**src/rtl/gbyi_pkg.sv**
```systemverilog
package gbyi_pkg;

   // Raw sample format
   localparam int SAMPLE_WIDTH = 16;
   localparam int RAW_WIDTH = 16;
   localparam int SAMPLE_EFF_WIDTH = (SAMPLE_WIDTH > RAW_WIDTH) ? RAW_WIDTH : SAMPLE_WIDTH;
   localparam int SAMPLE_SHIFT = RAW_WIDTH - SAMPLE_EFF_WIDTH;

   // Calibration
   localparam int CALIB_WIDTH = 4;
   localparam int MAX_CALIB_LOG2 = 12;
   localparam int COUNT_WIDTH = MAX_CALIB_LOG2 + 1;
   localparam int BIAS_SUM_WIDTH = RAW_WIDTH + MAX_CALIB_LOG2 + 1;

   // Rate and gain
   localparam int RATE_WIDTH = RAW_WIDTH + 1;
   localparam int GAIN_WIDTH = 24;
   localparam int GAIN_FRAC_BITS = 8;
   localparam int PROD_WIDTH = RATE_WIDTH + GAIN_WIDTH + 1;
   localparam int INC_WIDTH = PROD_WIDTH - GAIN_FRAC_BITS;

   // Angle accumulator
   localparam int ANGLE_WIDTH = 32;
   localparam int YAW_WIDTH = 32;
   localparam int SUM_WIDTH = (ANGLE_WIDTH > INC_WIDTH) ? ANGLE_WIDTH : INC_WIDTH;
   localparam int YAW_EXT_WIDTH = (ANGLE_WIDTH > YAW_WIDTH) ? ANGLE_WIDTH : YAW_WIDTH;

   // Register port
   localparam int CSR_INDEX_WIDTH = 1;
   localparam int CSR_DATA_WIDTH = GAIN_WIDTH;
   localparam logic [CSR_INDEX_WIDTH-1:0] CSR_CALIB_LOG2 = 1'b0;
   localparam logic [CSR_INDEX_WIDTH-1:0] CSR_ANGLE_GAIN = 1'b1;
   localparam logic [CALIB_WIDTH-1:0] CALIB_LOG2_RESET = 4'd10;
   localparam logic [GAIN_WIDTH-1:0] ANGLE_GAIN_RESET = 24'd186414;

   typedef struct packed {
      logic calibrating;
      logic signed [RATE_WIDTH-1:0] rate;
   } rate_stage_type;

   typedef struct packed {
      logic calibrating;
      logic signed [RATE_WIDTH-1:0] rate;
      logic signed [PROD_WIDTH-1:0] product;
   } prod_stage_type;

endpackage

```
**src/rtl/gbyi_channels.sv**
```systemverilog
interface gbyi_req_if;
   logic valid;
   logic ready;
   logic [7:0] rate_low_byte;
   logic [7:0] rate_high_byte;

   modport source(output valid, output rate_low_byte, output rate_high_byte, input ready);
   modport sink(input valid, input rate_low_byte, input rate_high_byte, output ready);
endinterface

interface gbyi_rsp_if;
   logic valid;
   logic ready;
   logic signed [gbyi_pkg::YAW_WIDTH-1:0] heading;
   logic signed [gbyi_pkg::RATE_WIDTH-1:0] yaw_rate;
   logic calibrating;

   modport source(output valid, output heading, output yaw_rate, output calibrating,
                  input ready);
   modport sink(input valid, input heading, input yaw_rate, input calibrating,
                output ready);
endinterface

```
**src/rtl/gbyi_front.sv**
```systemverilog
module gbyi_front (
   input  logic clock,
   input  logic reset,
   input  logic [gbyi_pkg::CALIB_WIDTH-1:0] calib_log2,
   gbyi_req_if.sink req,
   input  logic down_ready,
   output logic stage_valid,
   output gbyi_pkg::rate_stage_type stage
);

   logic [gbyi_pkg::COUNT_WIDTH-1:0] count_ff, count_in;
   logic signed [gbyi_pkg::BIAS_SUM_WIDTH-1:0] bias_sum_ff, bias_sum_in;
   logic stage_valid_ff, stage_valid_in;
   gbyi_pkg::rate_stage_type stage_ff, stage_in;

   logic [gbyi_pkg::CALIB_WIDTH-1:0] shift_k;
   logic [gbyi_pkg::COUNT_WIDTH-1:0] need;
   logic [gbyi_pkg::RAW_WIDTH-1:0] word;
   logic signed [gbyi_pkg::RAW_WIDTH-1:0] raw;
   logic signed [gbyi_pkg::BIAS_SUM_WIDTH-1:0] shifted;
   logic [gbyi_pkg::BIAS_SUM_WIDTH-gbyi_pkg::RAW_WIDTH:0] upper;
   logic signed [gbyi_pkg::RAW_WIDTH-1:0] bias;
   logic calib_now;
   logic accept;

   // Effective shift, clamped to the largest supported window
   assign shift_k = (calib_log2 > gbyi_pkg::CALIB_WIDTH'(gbyi_pkg::MAX_CALIB_LOG2))
                    ? gbyi_pkg::CALIB_WIDTH'(gbyi_pkg::MAX_CALIB_LOG2) : calib_log2;
   assign need = gbyi_pkg::COUNT_WIDTH'(1) << shift_k;
   assign calib_now = count_ff < need;

   // Raw sample, sign-extended from its effective width
   assign word = {req.rate_high_byte, req.rate_low_byte};
   assign raw = $signed(word << gbyi_pkg::SAMPLE_SHIFT) >>> gbyi_pkg::SAMPLE_SHIFT;

   // Floored mean of the sum, saturated to the sample range
   assign shifted = bias_sum_ff >>> shift_k;
   assign upper = shifted[gbyi_pkg::BIAS_SUM_WIDTH-1:gbyi_pkg::RAW_WIDTH-1];
   always_comb begin
      if ((&upper) || !(|upper)) begin
         bias = shifted[gbyi_pkg::RAW_WIDTH-1:0];
      end else begin
         bias = {shifted[gbyi_pkg::BIAS_SUM_WIDTH-1],
                 {(gbyi_pkg::RAW_WIDTH-1){~shifted[gbyi_pkg::BIAS_SUM_WIDTH-1]}}};
      end
   end

   assign req.ready = !stage_valid_ff || down_ready;
   assign accept = req.valid && req.ready;

   // Calibration state and stage register next values
   always_comb begin
      count_in = count_ff;
      bias_sum_in = bias_sum_ff;
      stage_in = stage_ff;
      stage_valid_in = stage_valid_ff && !down_ready;
      if (accept) begin
         stage_valid_in = 1'b1;
         stage_in.calibrating = calib_now;
         if (calib_now) begin
            count_in = count_ff + gbyi_pkg::COUNT_WIDTH'(1);
            bias_sum_in = bias_sum_ff + gbyi_pkg::BIAS_SUM_WIDTH'(raw);
            stage_in.rate = '0;
         end else begin
            stage_in.rate = gbyi_pkg::RATE_WIDTH'(bias) - gbyi_pkg::RATE_WIDTH'(raw);
         end
      end
   end

   always_ff @(posedge clock) begin
      if (reset) begin
         count_ff <= '0;
         bias_sum_ff <= '0;
         stage_valid_ff <= 1'b0;
      end else begin
         count_ff <= count_in;
         bias_sum_ff <= bias_sum_in;
         stage_valid_ff <= stage_valid_in;
      end
   end

   always_ff @(posedge clock) begin
      stage_ff <= stage_in;
   end

   assign stage_valid = stage_valid_ff;
   assign stage = stage_ff;

endmodule

```
**src/rtl/gbyi_scale.sv**
```systemverilog
module gbyi_scale (
   input  logic clock,
   input  logic reset,
   input  logic [gbyi_pkg::GAIN_WIDTH-1:0] angle_gain,
   input  logic up_valid,
   input  gbyi_pkg::rate_stage_type up_stage,
   output logic up_ready,
   input  logic down_ready,
   output logic stage_valid,
   output gbyi_pkg::prod_stage_type stage
);

   logic stage_valid_ff, stage_valid_in;
   gbyi_pkg::prod_stage_type stage_ff, stage_in;
   logic load;

   assign up_ready = !stage_valid_ff || down_ready;
   assign load = up_valid && up_ready;

   // Rate times Q8 gain, registered
   always_comb begin
      stage_in = stage_ff;
      stage_valid_in = stage_valid_ff && !down_ready;
      if (load) begin
         stage_valid_in = 1'b1;
         stage_in.calibrating = up_stage.calibrating;
         stage_in.rate = up_stage.rate;
         stage_in.product = gbyi_pkg::PROD_WIDTH'(up_stage.rate) *
                            gbyi_pkg::PROD_WIDTH'($signed({1'b0, angle_gain}));
      end
   end

   always_ff @(posedge clock) begin
      if (reset) begin
         stage_valid_ff <= 1'b0;
      end else begin
         stage_valid_ff <= stage_valid_in;
      end
   end

   always_ff @(posedge clock) begin
      stage_ff <= stage_in;
   end

   assign stage_valid = stage_valid_ff;
   assign stage = stage_ff;

endmodule

```
**src/rtl/gbyi_accum.sv**
```systemverilog
module gbyi_accum (
   input  logic clock,
   input  logic reset,
   input  logic up_valid,
   input  gbyi_pkg::prod_stage_type up_stage,
   output logic up_ready,
   gbyi_rsp_if.source rsp
);

   logic [gbyi_pkg::ANGLE_WIDTH-1:0] acc_ff, acc_in;
   logic out_valid_ff, out_valid_in;
   logic signed [gbyi_pkg::YAW_WIDTH-1:0] heading_ff, heading_in;
   logic signed [gbyi_pkg::RATE_WIDTH-1:0] yaw_rate_ff, yaw_rate_in;
   logic calibrating_ff, calibrating_in;

   logic signed [gbyi_pkg::INC_WIDTH-1:0] inc;
   logic [gbyi_pkg::SUM_WIDTH-1:0] sum;
   logic [gbyi_pkg::ANGLE_WIDTH-1:0] acc_next;
   logic signed [gbyi_pkg::YAW_EXT_WIDTH-1:0] yaw_ext;
   logic load;

   assign up_ready = !out_valid_ff || rsp.ready;
   assign load = up_valid && up_ready;

   // Floored increment, wrapping add into the angle
   assign inc = $signed(up_stage.product[gbyi_pkg::PROD_WIDTH-1:gbyi_pkg::GAIN_FRAC_BITS]);
   assign sum = gbyi_pkg::SUM_WIDTH'(acc_ff) + gbyi_pkg::SUM_WIDTH'(inc);
   assign acc_next = sum[gbyi_pkg::ANGLE_WIDTH-1:0];
   assign yaw_ext = gbyi_pkg::YAW_EXT_WIDTH'($signed(acc_next));

   always_comb begin
      acc_in = acc_ff;
      heading_in = heading_ff;
      yaw_rate_in = yaw_rate_ff;
      calibrating_in = calibrating_ff;
      out_valid_in = out_valid_ff && !rsp.ready;
      if (load) begin
         out_valid_in = 1'b1;
         calibrating_in = up_stage.calibrating;
         if (up_stage.calibrating) begin
            heading_in = '0;
            yaw_rate_in = '0;
         end else begin
            acc_in = acc_next;
            heading_in = yaw_ext[gbyi_pkg::YAW_WIDTH-1:0];
            yaw_rate_in = up_stage.rate;
         end
      end
   end

   always_ff @(posedge clock) begin
      if (reset) begin
         acc_ff <= '0;
         out_valid_ff <= 1'b0;
      end else begin
         acc_ff <= acc_in;
         out_valid_ff <= out_valid_in;
      end
   end

   always_ff @(posedge clock) begin
      heading_ff <= heading_in;
      yaw_rate_ff <= yaw_rate_in;
      calibrating_ff <= calibrating_in;
   end

   assign rsp.valid = out_valid_ff;
   assign rsp.heading = heading_ff;
   assign rsp.yaw_rate = yaw_rate_ff;
   assign rsp.calibrating = calibrating_ff;

endmodule

```
**src/rtl/gyro_bias_yaw_integrator.sv**
```systemverilog
// Gyro bias calibration and yaw integration.
// Three register stages (intake/bias, multiply, accumulate); the result is held on rsp_chan
// until taken. Throughput: one item per cycle unless rsp_chan stalls; each stage takes a new
// item as soon as its register frees.
// Reset (synchronous, active high) clears the pipeline, sample count, bias sum and angle,
// and loads calib_log2 = 10 and angle_gain = 186414.
module gyro_bias_yaw_integrator (
   input  logic clock,
   input  logic reset,
   input  logic csr_write_enable,
   input  logic [gbyi_pkg::CSR_INDEX_WIDTH-1:0] csr_index,
   input  logic [gbyi_pkg::CSR_DATA_WIDTH-1:0] csr_write_data,
   gbyi_req_if.sink req_chan,
   gbyi_rsp_if.source rsp_chan
);

   logic [gbyi_pkg::CALIB_WIDTH-1:0] calib_log2_ff, calib_log2_in;
   logic [gbyi_pkg::GAIN_WIDTH-1:0] angle_gain_ff, angle_gain_in;

   logic s1_valid, s2_valid, s1_ready, s2_ready;
   gbyi_pkg::rate_stage_type s1_stage;
   gbyi_pkg::prod_stage_type s2_stage;

   // Configuration registers
   always_comb begin
      calib_log2_in = calib_log2_ff;
      angle_gain_in = angle_gain_ff;
      if (csr_write_enable) begin
         unique case (csr_index)
            gbyi_pkg::CSR_CALIB_LOG2: calib_log2_in = csr_write_data[gbyi_pkg::CALIB_WIDTH-1:0];
            gbyi_pkg::CSR_ANGLE_GAIN: angle_gain_in = csr_write_data[gbyi_pkg::GAIN_WIDTH-1:0];
         endcase
      end
   end

   always_ff @(posedge clock) begin
      if (reset) begin
         calib_log2_ff <= gbyi_pkg::CALIB_LOG2_RESET;
         angle_gain_ff <= gbyi_pkg::ANGLE_GAIN_RESET;
      end else begin
         calib_log2_ff <= calib_log2_in;
         angle_gain_ff <= angle_gain_in;
      end
   end

   gbyi_front u_front (
      .clock       (clock),
      .reset       (reset),
      .calib_log2  (calib_log2_ff),
      .req         (req_chan),
      .down_ready  (s1_ready),
      .stage_valid (s1_valid),
      .stage       (s1_stage)
   );

   gbyi_scale u_scale (
      .clock       (clock),
      .reset       (reset),
      .angle_gain  (angle_gain_ff),
      .up_valid    (s1_valid),
      .up_stage    (s1_stage),
      .up_ready    (s1_ready),
      .down_ready  (s2_ready),
      .stage_valid (s2_valid),
      .stage       (s2_stage)
   );

   gbyi_accum u_accum (
      .clock    (clock),
      .reset    (reset),
      .up_valid (s2_valid),
      .up_stage (s2_stage),
      .up_ready (s2_ready),
      .rsp      (rsp_chan)
   );

`ifndef ASSERT_OFF
   // A calibrating result carries zero rate and zero angle
   assert property (@(posedge clock) disable iff (reset)
      rsp_chan.valid && rsp_chan.calibrating |-> rsp_chan.yaw_rate == '0 &&
                                                 rsp_chan.heading == '0)
      else $error("calibrating result with nonzero payload");

   // An accepted item always lands in the intake stage
   assert property (@(posedge clock) disable iff (reset)
      req_chan.valid && req_chan.ready |=> s1_valid)
      else $error("accepted item lost at intake");

   // A full multiply stage that cannot move blocks the intake stage
   assert property (@(posedge clock) disable iff (reset)
      s2_valid && !s2_ready |-> !s1_ready)
      else $error("intake stage ready while multiply stage stalled");

   // Reset empties the pipeline
   assert property (@(posedge clock)
      reset |=> !rsp_chan.valid && !s1_valid && !s2_valid)
      else $error("pipeline not empty after reset");
`endif

endmodule
```
**src/flat_wrapper.sv**
```systemverilog
// flat-port wrapper written by rule: the top's interface ports become plain ports
module gyro_bias_yaw_integrator_flat 
  (clock, reset, csr_write_enable, csr_index, csr_write_data, req_chan_valid, req_chan_rate_low_byte, req_chan_rate_high_byte, req_chan_ready, rsp_chan_valid, rsp_chan_heading, rsp_chan_yaw_rate, rsp_chan_calibrating, rsp_chan_ready);
  gbyi_req_if req_chan_i ();
  gbyi_rsp_if rsp_chan_i ();
  input  logic clock;
  input  logic reset;
  input  logic csr_write_enable;
  input  logic [gbyi_pkg::CSR_INDEX_WIDTH-1:0] csr_index;
  input  logic [gbyi_pkg::CSR_DATA_WIDTH-1:0] csr_write_data;
  input wire logic [$bits(req_chan_i.valid)-1:0] req_chan_valid;
  input wire logic [$bits(req_chan_i.rate_low_byte)-1:0] req_chan_rate_low_byte;
  input wire logic [$bits(req_chan_i.rate_high_byte)-1:0] req_chan_rate_high_byte;
  output wire logic [$bits(req_chan_i.ready)-1:0] req_chan_ready;
  output wire logic [$bits(rsp_chan_i.valid)-1:0] rsp_chan_valid;
  output wire logic [$bits(rsp_chan_i.heading)-1:0] rsp_chan_heading;
  output wire logic [$bits(rsp_chan_i.yaw_rate)-1:0] rsp_chan_yaw_rate;
  output wire logic [$bits(rsp_chan_i.calibrating)-1:0] rsp_chan_calibrating;
  input wire logic [$bits(rsp_chan_i.ready)-1:0] rsp_chan_ready;
  assign req_chan_i.valid = req_chan_valid;
  assign req_chan_i.rate_low_byte = req_chan_rate_low_byte;
  assign req_chan_i.rate_high_byte = req_chan_rate_high_byte;
  assign req_chan_ready = req_chan_i.ready;
  assign rsp_chan_valid = rsp_chan_i.valid;
  assign rsp_chan_heading = rsp_chan_i.heading;
  assign rsp_chan_yaw_rate = rsp_chan_i.yaw_rate;
  assign rsp_chan_calibrating = rsp_chan_i.calibrating;
  assign rsp_chan_i.ready = rsp_chan_ready;
  gyro_bias_yaw_integrator u_core (.clock(clock), .reset(reset), .csr_write_enable(csr_write_enable), .csr_index(csr_index), .csr_write_data(csr_write_data), .req_chan(req_chan_i), .rsp_chan(rsp_chan_i));
endmodule
```
**config.mk**
```make
export PLATFORM = sky130hd
export DESIGN_NAME = gyro_bias_yaw_integrator_flat
export DESIGN_NICKNAME = d
export VERILOG_FILES = /design/src/rtl/gbyi_pkg.sv /design/src/rtl/gbyi_channels.sv /design/src/rtl/gbyi_front.sv /design/src/rtl/gbyi_scale.sv /design/src/rtl/gbyi_accum.sv /design/src/rtl/gyro_bias_yaw_integrator.sv /design/src/flat_wrapper.sv
export SDC_FILE = /design/constraint.sdc
export NUM_CORES = 2
export LEC_CHECK = 0
export ABC_CLOCK_PERIOD_IN_PS = 6440
export BUFFER_PORTS_ARGS = -buffer_cell sky130_fd_sc_hd__buf_2
export CORE_ASPECT_RATIO = 1.4
export CORE_MARGIN = 2
export CORE_UTILIZATION = 59
export DETAILED_ROUTE_END_ITERATION = 12
export PLACE_DENSITY = 0.79
export SLEW_MARGIN = 20
export SYNTH_ARGS = -nofsm -noshare
export SYNTH_HDL_FRONTEND = slang
export SYNTH_HIERARCHICAL = 1
export SYNTH_SLANG_ARGS = --single-unit
export TNS_END_PERCENT = 50
```
**constraint.sdc**
```tcl
create_clock -name clock -period 6.44 [get_ports clock]
set_clock_uncertainty 0.05 [all_clocks]
set_input_delay 0.966 -clock clock [delete_from_list [all_inputs] [get_ports clock]]
set_output_delay 0.966 -clock clock [all_outputs]
set_load 0.02 [all_outputs]
```
==> metrics.yaml <==
setup_path:
  worstPathCellList: "buf_4 -> clkbuf_16 -> and2_1 -> fa_1 -> fa_1 -> fa_1 -> fa_1 -> fa_1 -> inv_1 -> fa_1 -> inv_1 -> ha_2 -> a21oi_1 -> o211a_1 -> a2bb2oi_2 -> a21oi_1 -> buf_4 -> o21ai_0 -> o2111ai_1 -> a21oi_1 -> xnor2_1"
  endpoint_kind: "flip-flop"
  critPathRequiredTime_ns: 6.70
  crit_top_cell: "fa_1"
  critPathMaxFanout: 12
  cpPeakStageDelay_ns: 0.54
  crit_slowest_cell: "fa_1"
  crit_buf_inv: 5
  critPathArrivalTime_ns: 6.53
  cp_top_family: "adder cells"
  startpoint_type: "flip-flop"
  crit_type: "flip-flop to flip-flop"
synthesis:
  syn_area_um2: 27100
  ys_warn_count: 6
  synth_nets: 3597
  synth_area_per_cell_um2: 9.07
  synthCells: 2994
floorplan:
  die_h_um: 258
  die-area_um2: 47800
  coreArea_um2: 45700
  rows: 93
  io_pins: 98
  start_util: 0.594
  die_x_um: 185
routing:
  wl_met3_um: 4300
  ant_nets: 0
  drt_iter0_drc: 1405
  dr_wl_met2_um: 38000
  routed.top_layer: "met4"
  vias_per_cell: 5.86
  vias: 22018
  wl_met1_um: 26700
  wl_per_cell_um: 19.3
  drt_first_pass_iters: 5
  drt-total-wl_um: 72500
  drc: 0
final_layout:
  regArea_um2: 5650
  final_common_cell: "inv_1"
  multi_input_area_um2: 19400
  layout-drive-gt1-share: 0.130
  layout_common_cells: "inv_1 (430), nand2_1 (331), fa_1 (331)"
  design_area_um2: 30200
  fin_nets: 3720
  area_growth_pct: 11.1
  fillerInstances: 3689
  final_cells: 3755
sta:
  slew_violations: 0
  hold_viol_final: 0
  slew_headroom: 0.335
  grt_setup_unrepaired: "yes"
  finalCritPeriodShare: 0.973
  fmax_ghz: 0.160
  tightest_slew_ns: 0.996
  final.min_clock_period_ns: 6.27
  setup-violations-final: 0
clocking:
  clock_path_buffers: 3
  cts_num_sinks: 223
  h-tree-depth: 1
  numCtsBuffers: 26
  cts.reportedPaths.clkPinSlew_ns: 0.06
  cts_tree: "done"
  clock_latency_ns: 0.57
  cts_hold_buf: 0
  cts-root-buf: "clkbuf_16"
grt:
  antenna_found_initial: 2
  grt_usage: 0.305
  grt_pass1_wl_um: 116000
  overflow: 0
  grt_pass1_vias: 23312
  grt_max_degree: 86
run_status:
  outcome: "completed"
flow_run:
  maxCapViolations: 0
min_path:
  hold_class: "flip-flop to flip-flop"
placement:
  dp_hpwl_um: 57100
  dpl-instance-area_um2: 29000
  placed_cells_incl_taps: 3692
  gp_congestion: 0.976
  portBuffers: 97
==> flip-flops by register name (all words and copies together) (netlist names) <==
register,flops
u_core/calib_log2_ff,4
u_core/u_front/bias_sum_ff,29
u_core/u_front/stage,18
u_core/u_accum/rsp.heading,32
u_core/u_front/stage_valid,1
u_core/u_scale/stage_valid,1
u_core/u_accum/acc_ff,32
u_core/u_scale/stage,50
u_core/u_accum/rsp.valid,1
u_core/u_front/count_ff,13
u_core/angle_gain_ff,24
u_core/u_accum/rsp.yaw_rate,17
u_core/u_accum/rsp.calibrating,1
==> path summary, 6_finish.rpt <==
check	from	endpoint	slack (ns)	cells after the start
max	u_core/u_front/stage[2]	u_core/u_scale/stage[35]	0.17	21
min	u_core/u_front/stage[17]	u_core/u_scale/stage[59]	0.38	0
max reg2reg	u_core/u_front/stage[2]	u_core/u_scale/stage[35]	0.17	21
min reg2reg	u_core/u_front/stage[17]	u_core/u_scale/stage[59]	0.38	0
==> layout make-up <==
| cell class | count | area share |
|---|---|---|
| multi-input combinational | 2190 | 0.645 |
| sequential | 223 | 0.187 |
| timing repair buffer | 242 | 0.0590 |
| inverter | 434 | 0.0541 |
| tap | 617 | 0.0256 |
| clock buffer | 32 | 0.0241 |
| clock inverter | 16 | 0.00523 |
| antenna | 1 | 0.0000829 |
==> routing by layer <==
| layer | up-vias | track usage |
|---|---|---|
| met5 | - | 0 |
| met4 | 0 | 0.140 |
| met3 | 250 | 0.0378 |
| met2 | 874 | 0.569 |
| met1 | 10797 | 0.344 |
| li1 | 10097 | - |
==> worst register-to-register path, stage by stage (launching register included) <==
cell	delay, ns
edfxtp_1	0.44
buf_4	0.21
clkbuf_16	0.18
and2_1	0.18
fa_1	0.52
fa_1	0.47
fa_1	0.47
fa_1	0.47
fa_1	0.54
inv_1	0.05
fa_1	0.47
inv_1	0.04
ha_2	0.31
a21oi_1	0.22
o211a_1	0.22
a2bb2oi_2	0.19
a21oi_1	0.09
buf_4	0.17
o21ai_0	0.29
o2111ai_1	0.17
a21oi_1	0.20
xnor2_1	0.08
==> metrics by stage <==
step	TNS [ns]	worst slack, ns	util	hold WS [ns]
6_report	0	0.172	0.660	0.382
5_1_grt	-0.0156	-0.00888	0.660	0.391
4_1_cts	0	0.0682	0.653	0.388
3_5_place_dp	-0.102	-0.102	0.633	0.373
3_3_place_gp	0	0.116	0.633	0.358
2_1_floorplan	0	0.209	-	0.350
==> what timing repair did <==
action                                  in CTS  in global routing
pin swaps                                    1                 11
endpoints found under the setup margin       1                 11
gates resized for setup                      3                 43
setup buffers                                0                 14
gates cloned                                 0                  1
Power is left out: the tool's default activity adds up to more than one toggle a clock period on the data nets, which glitch-free logic cannot reach.
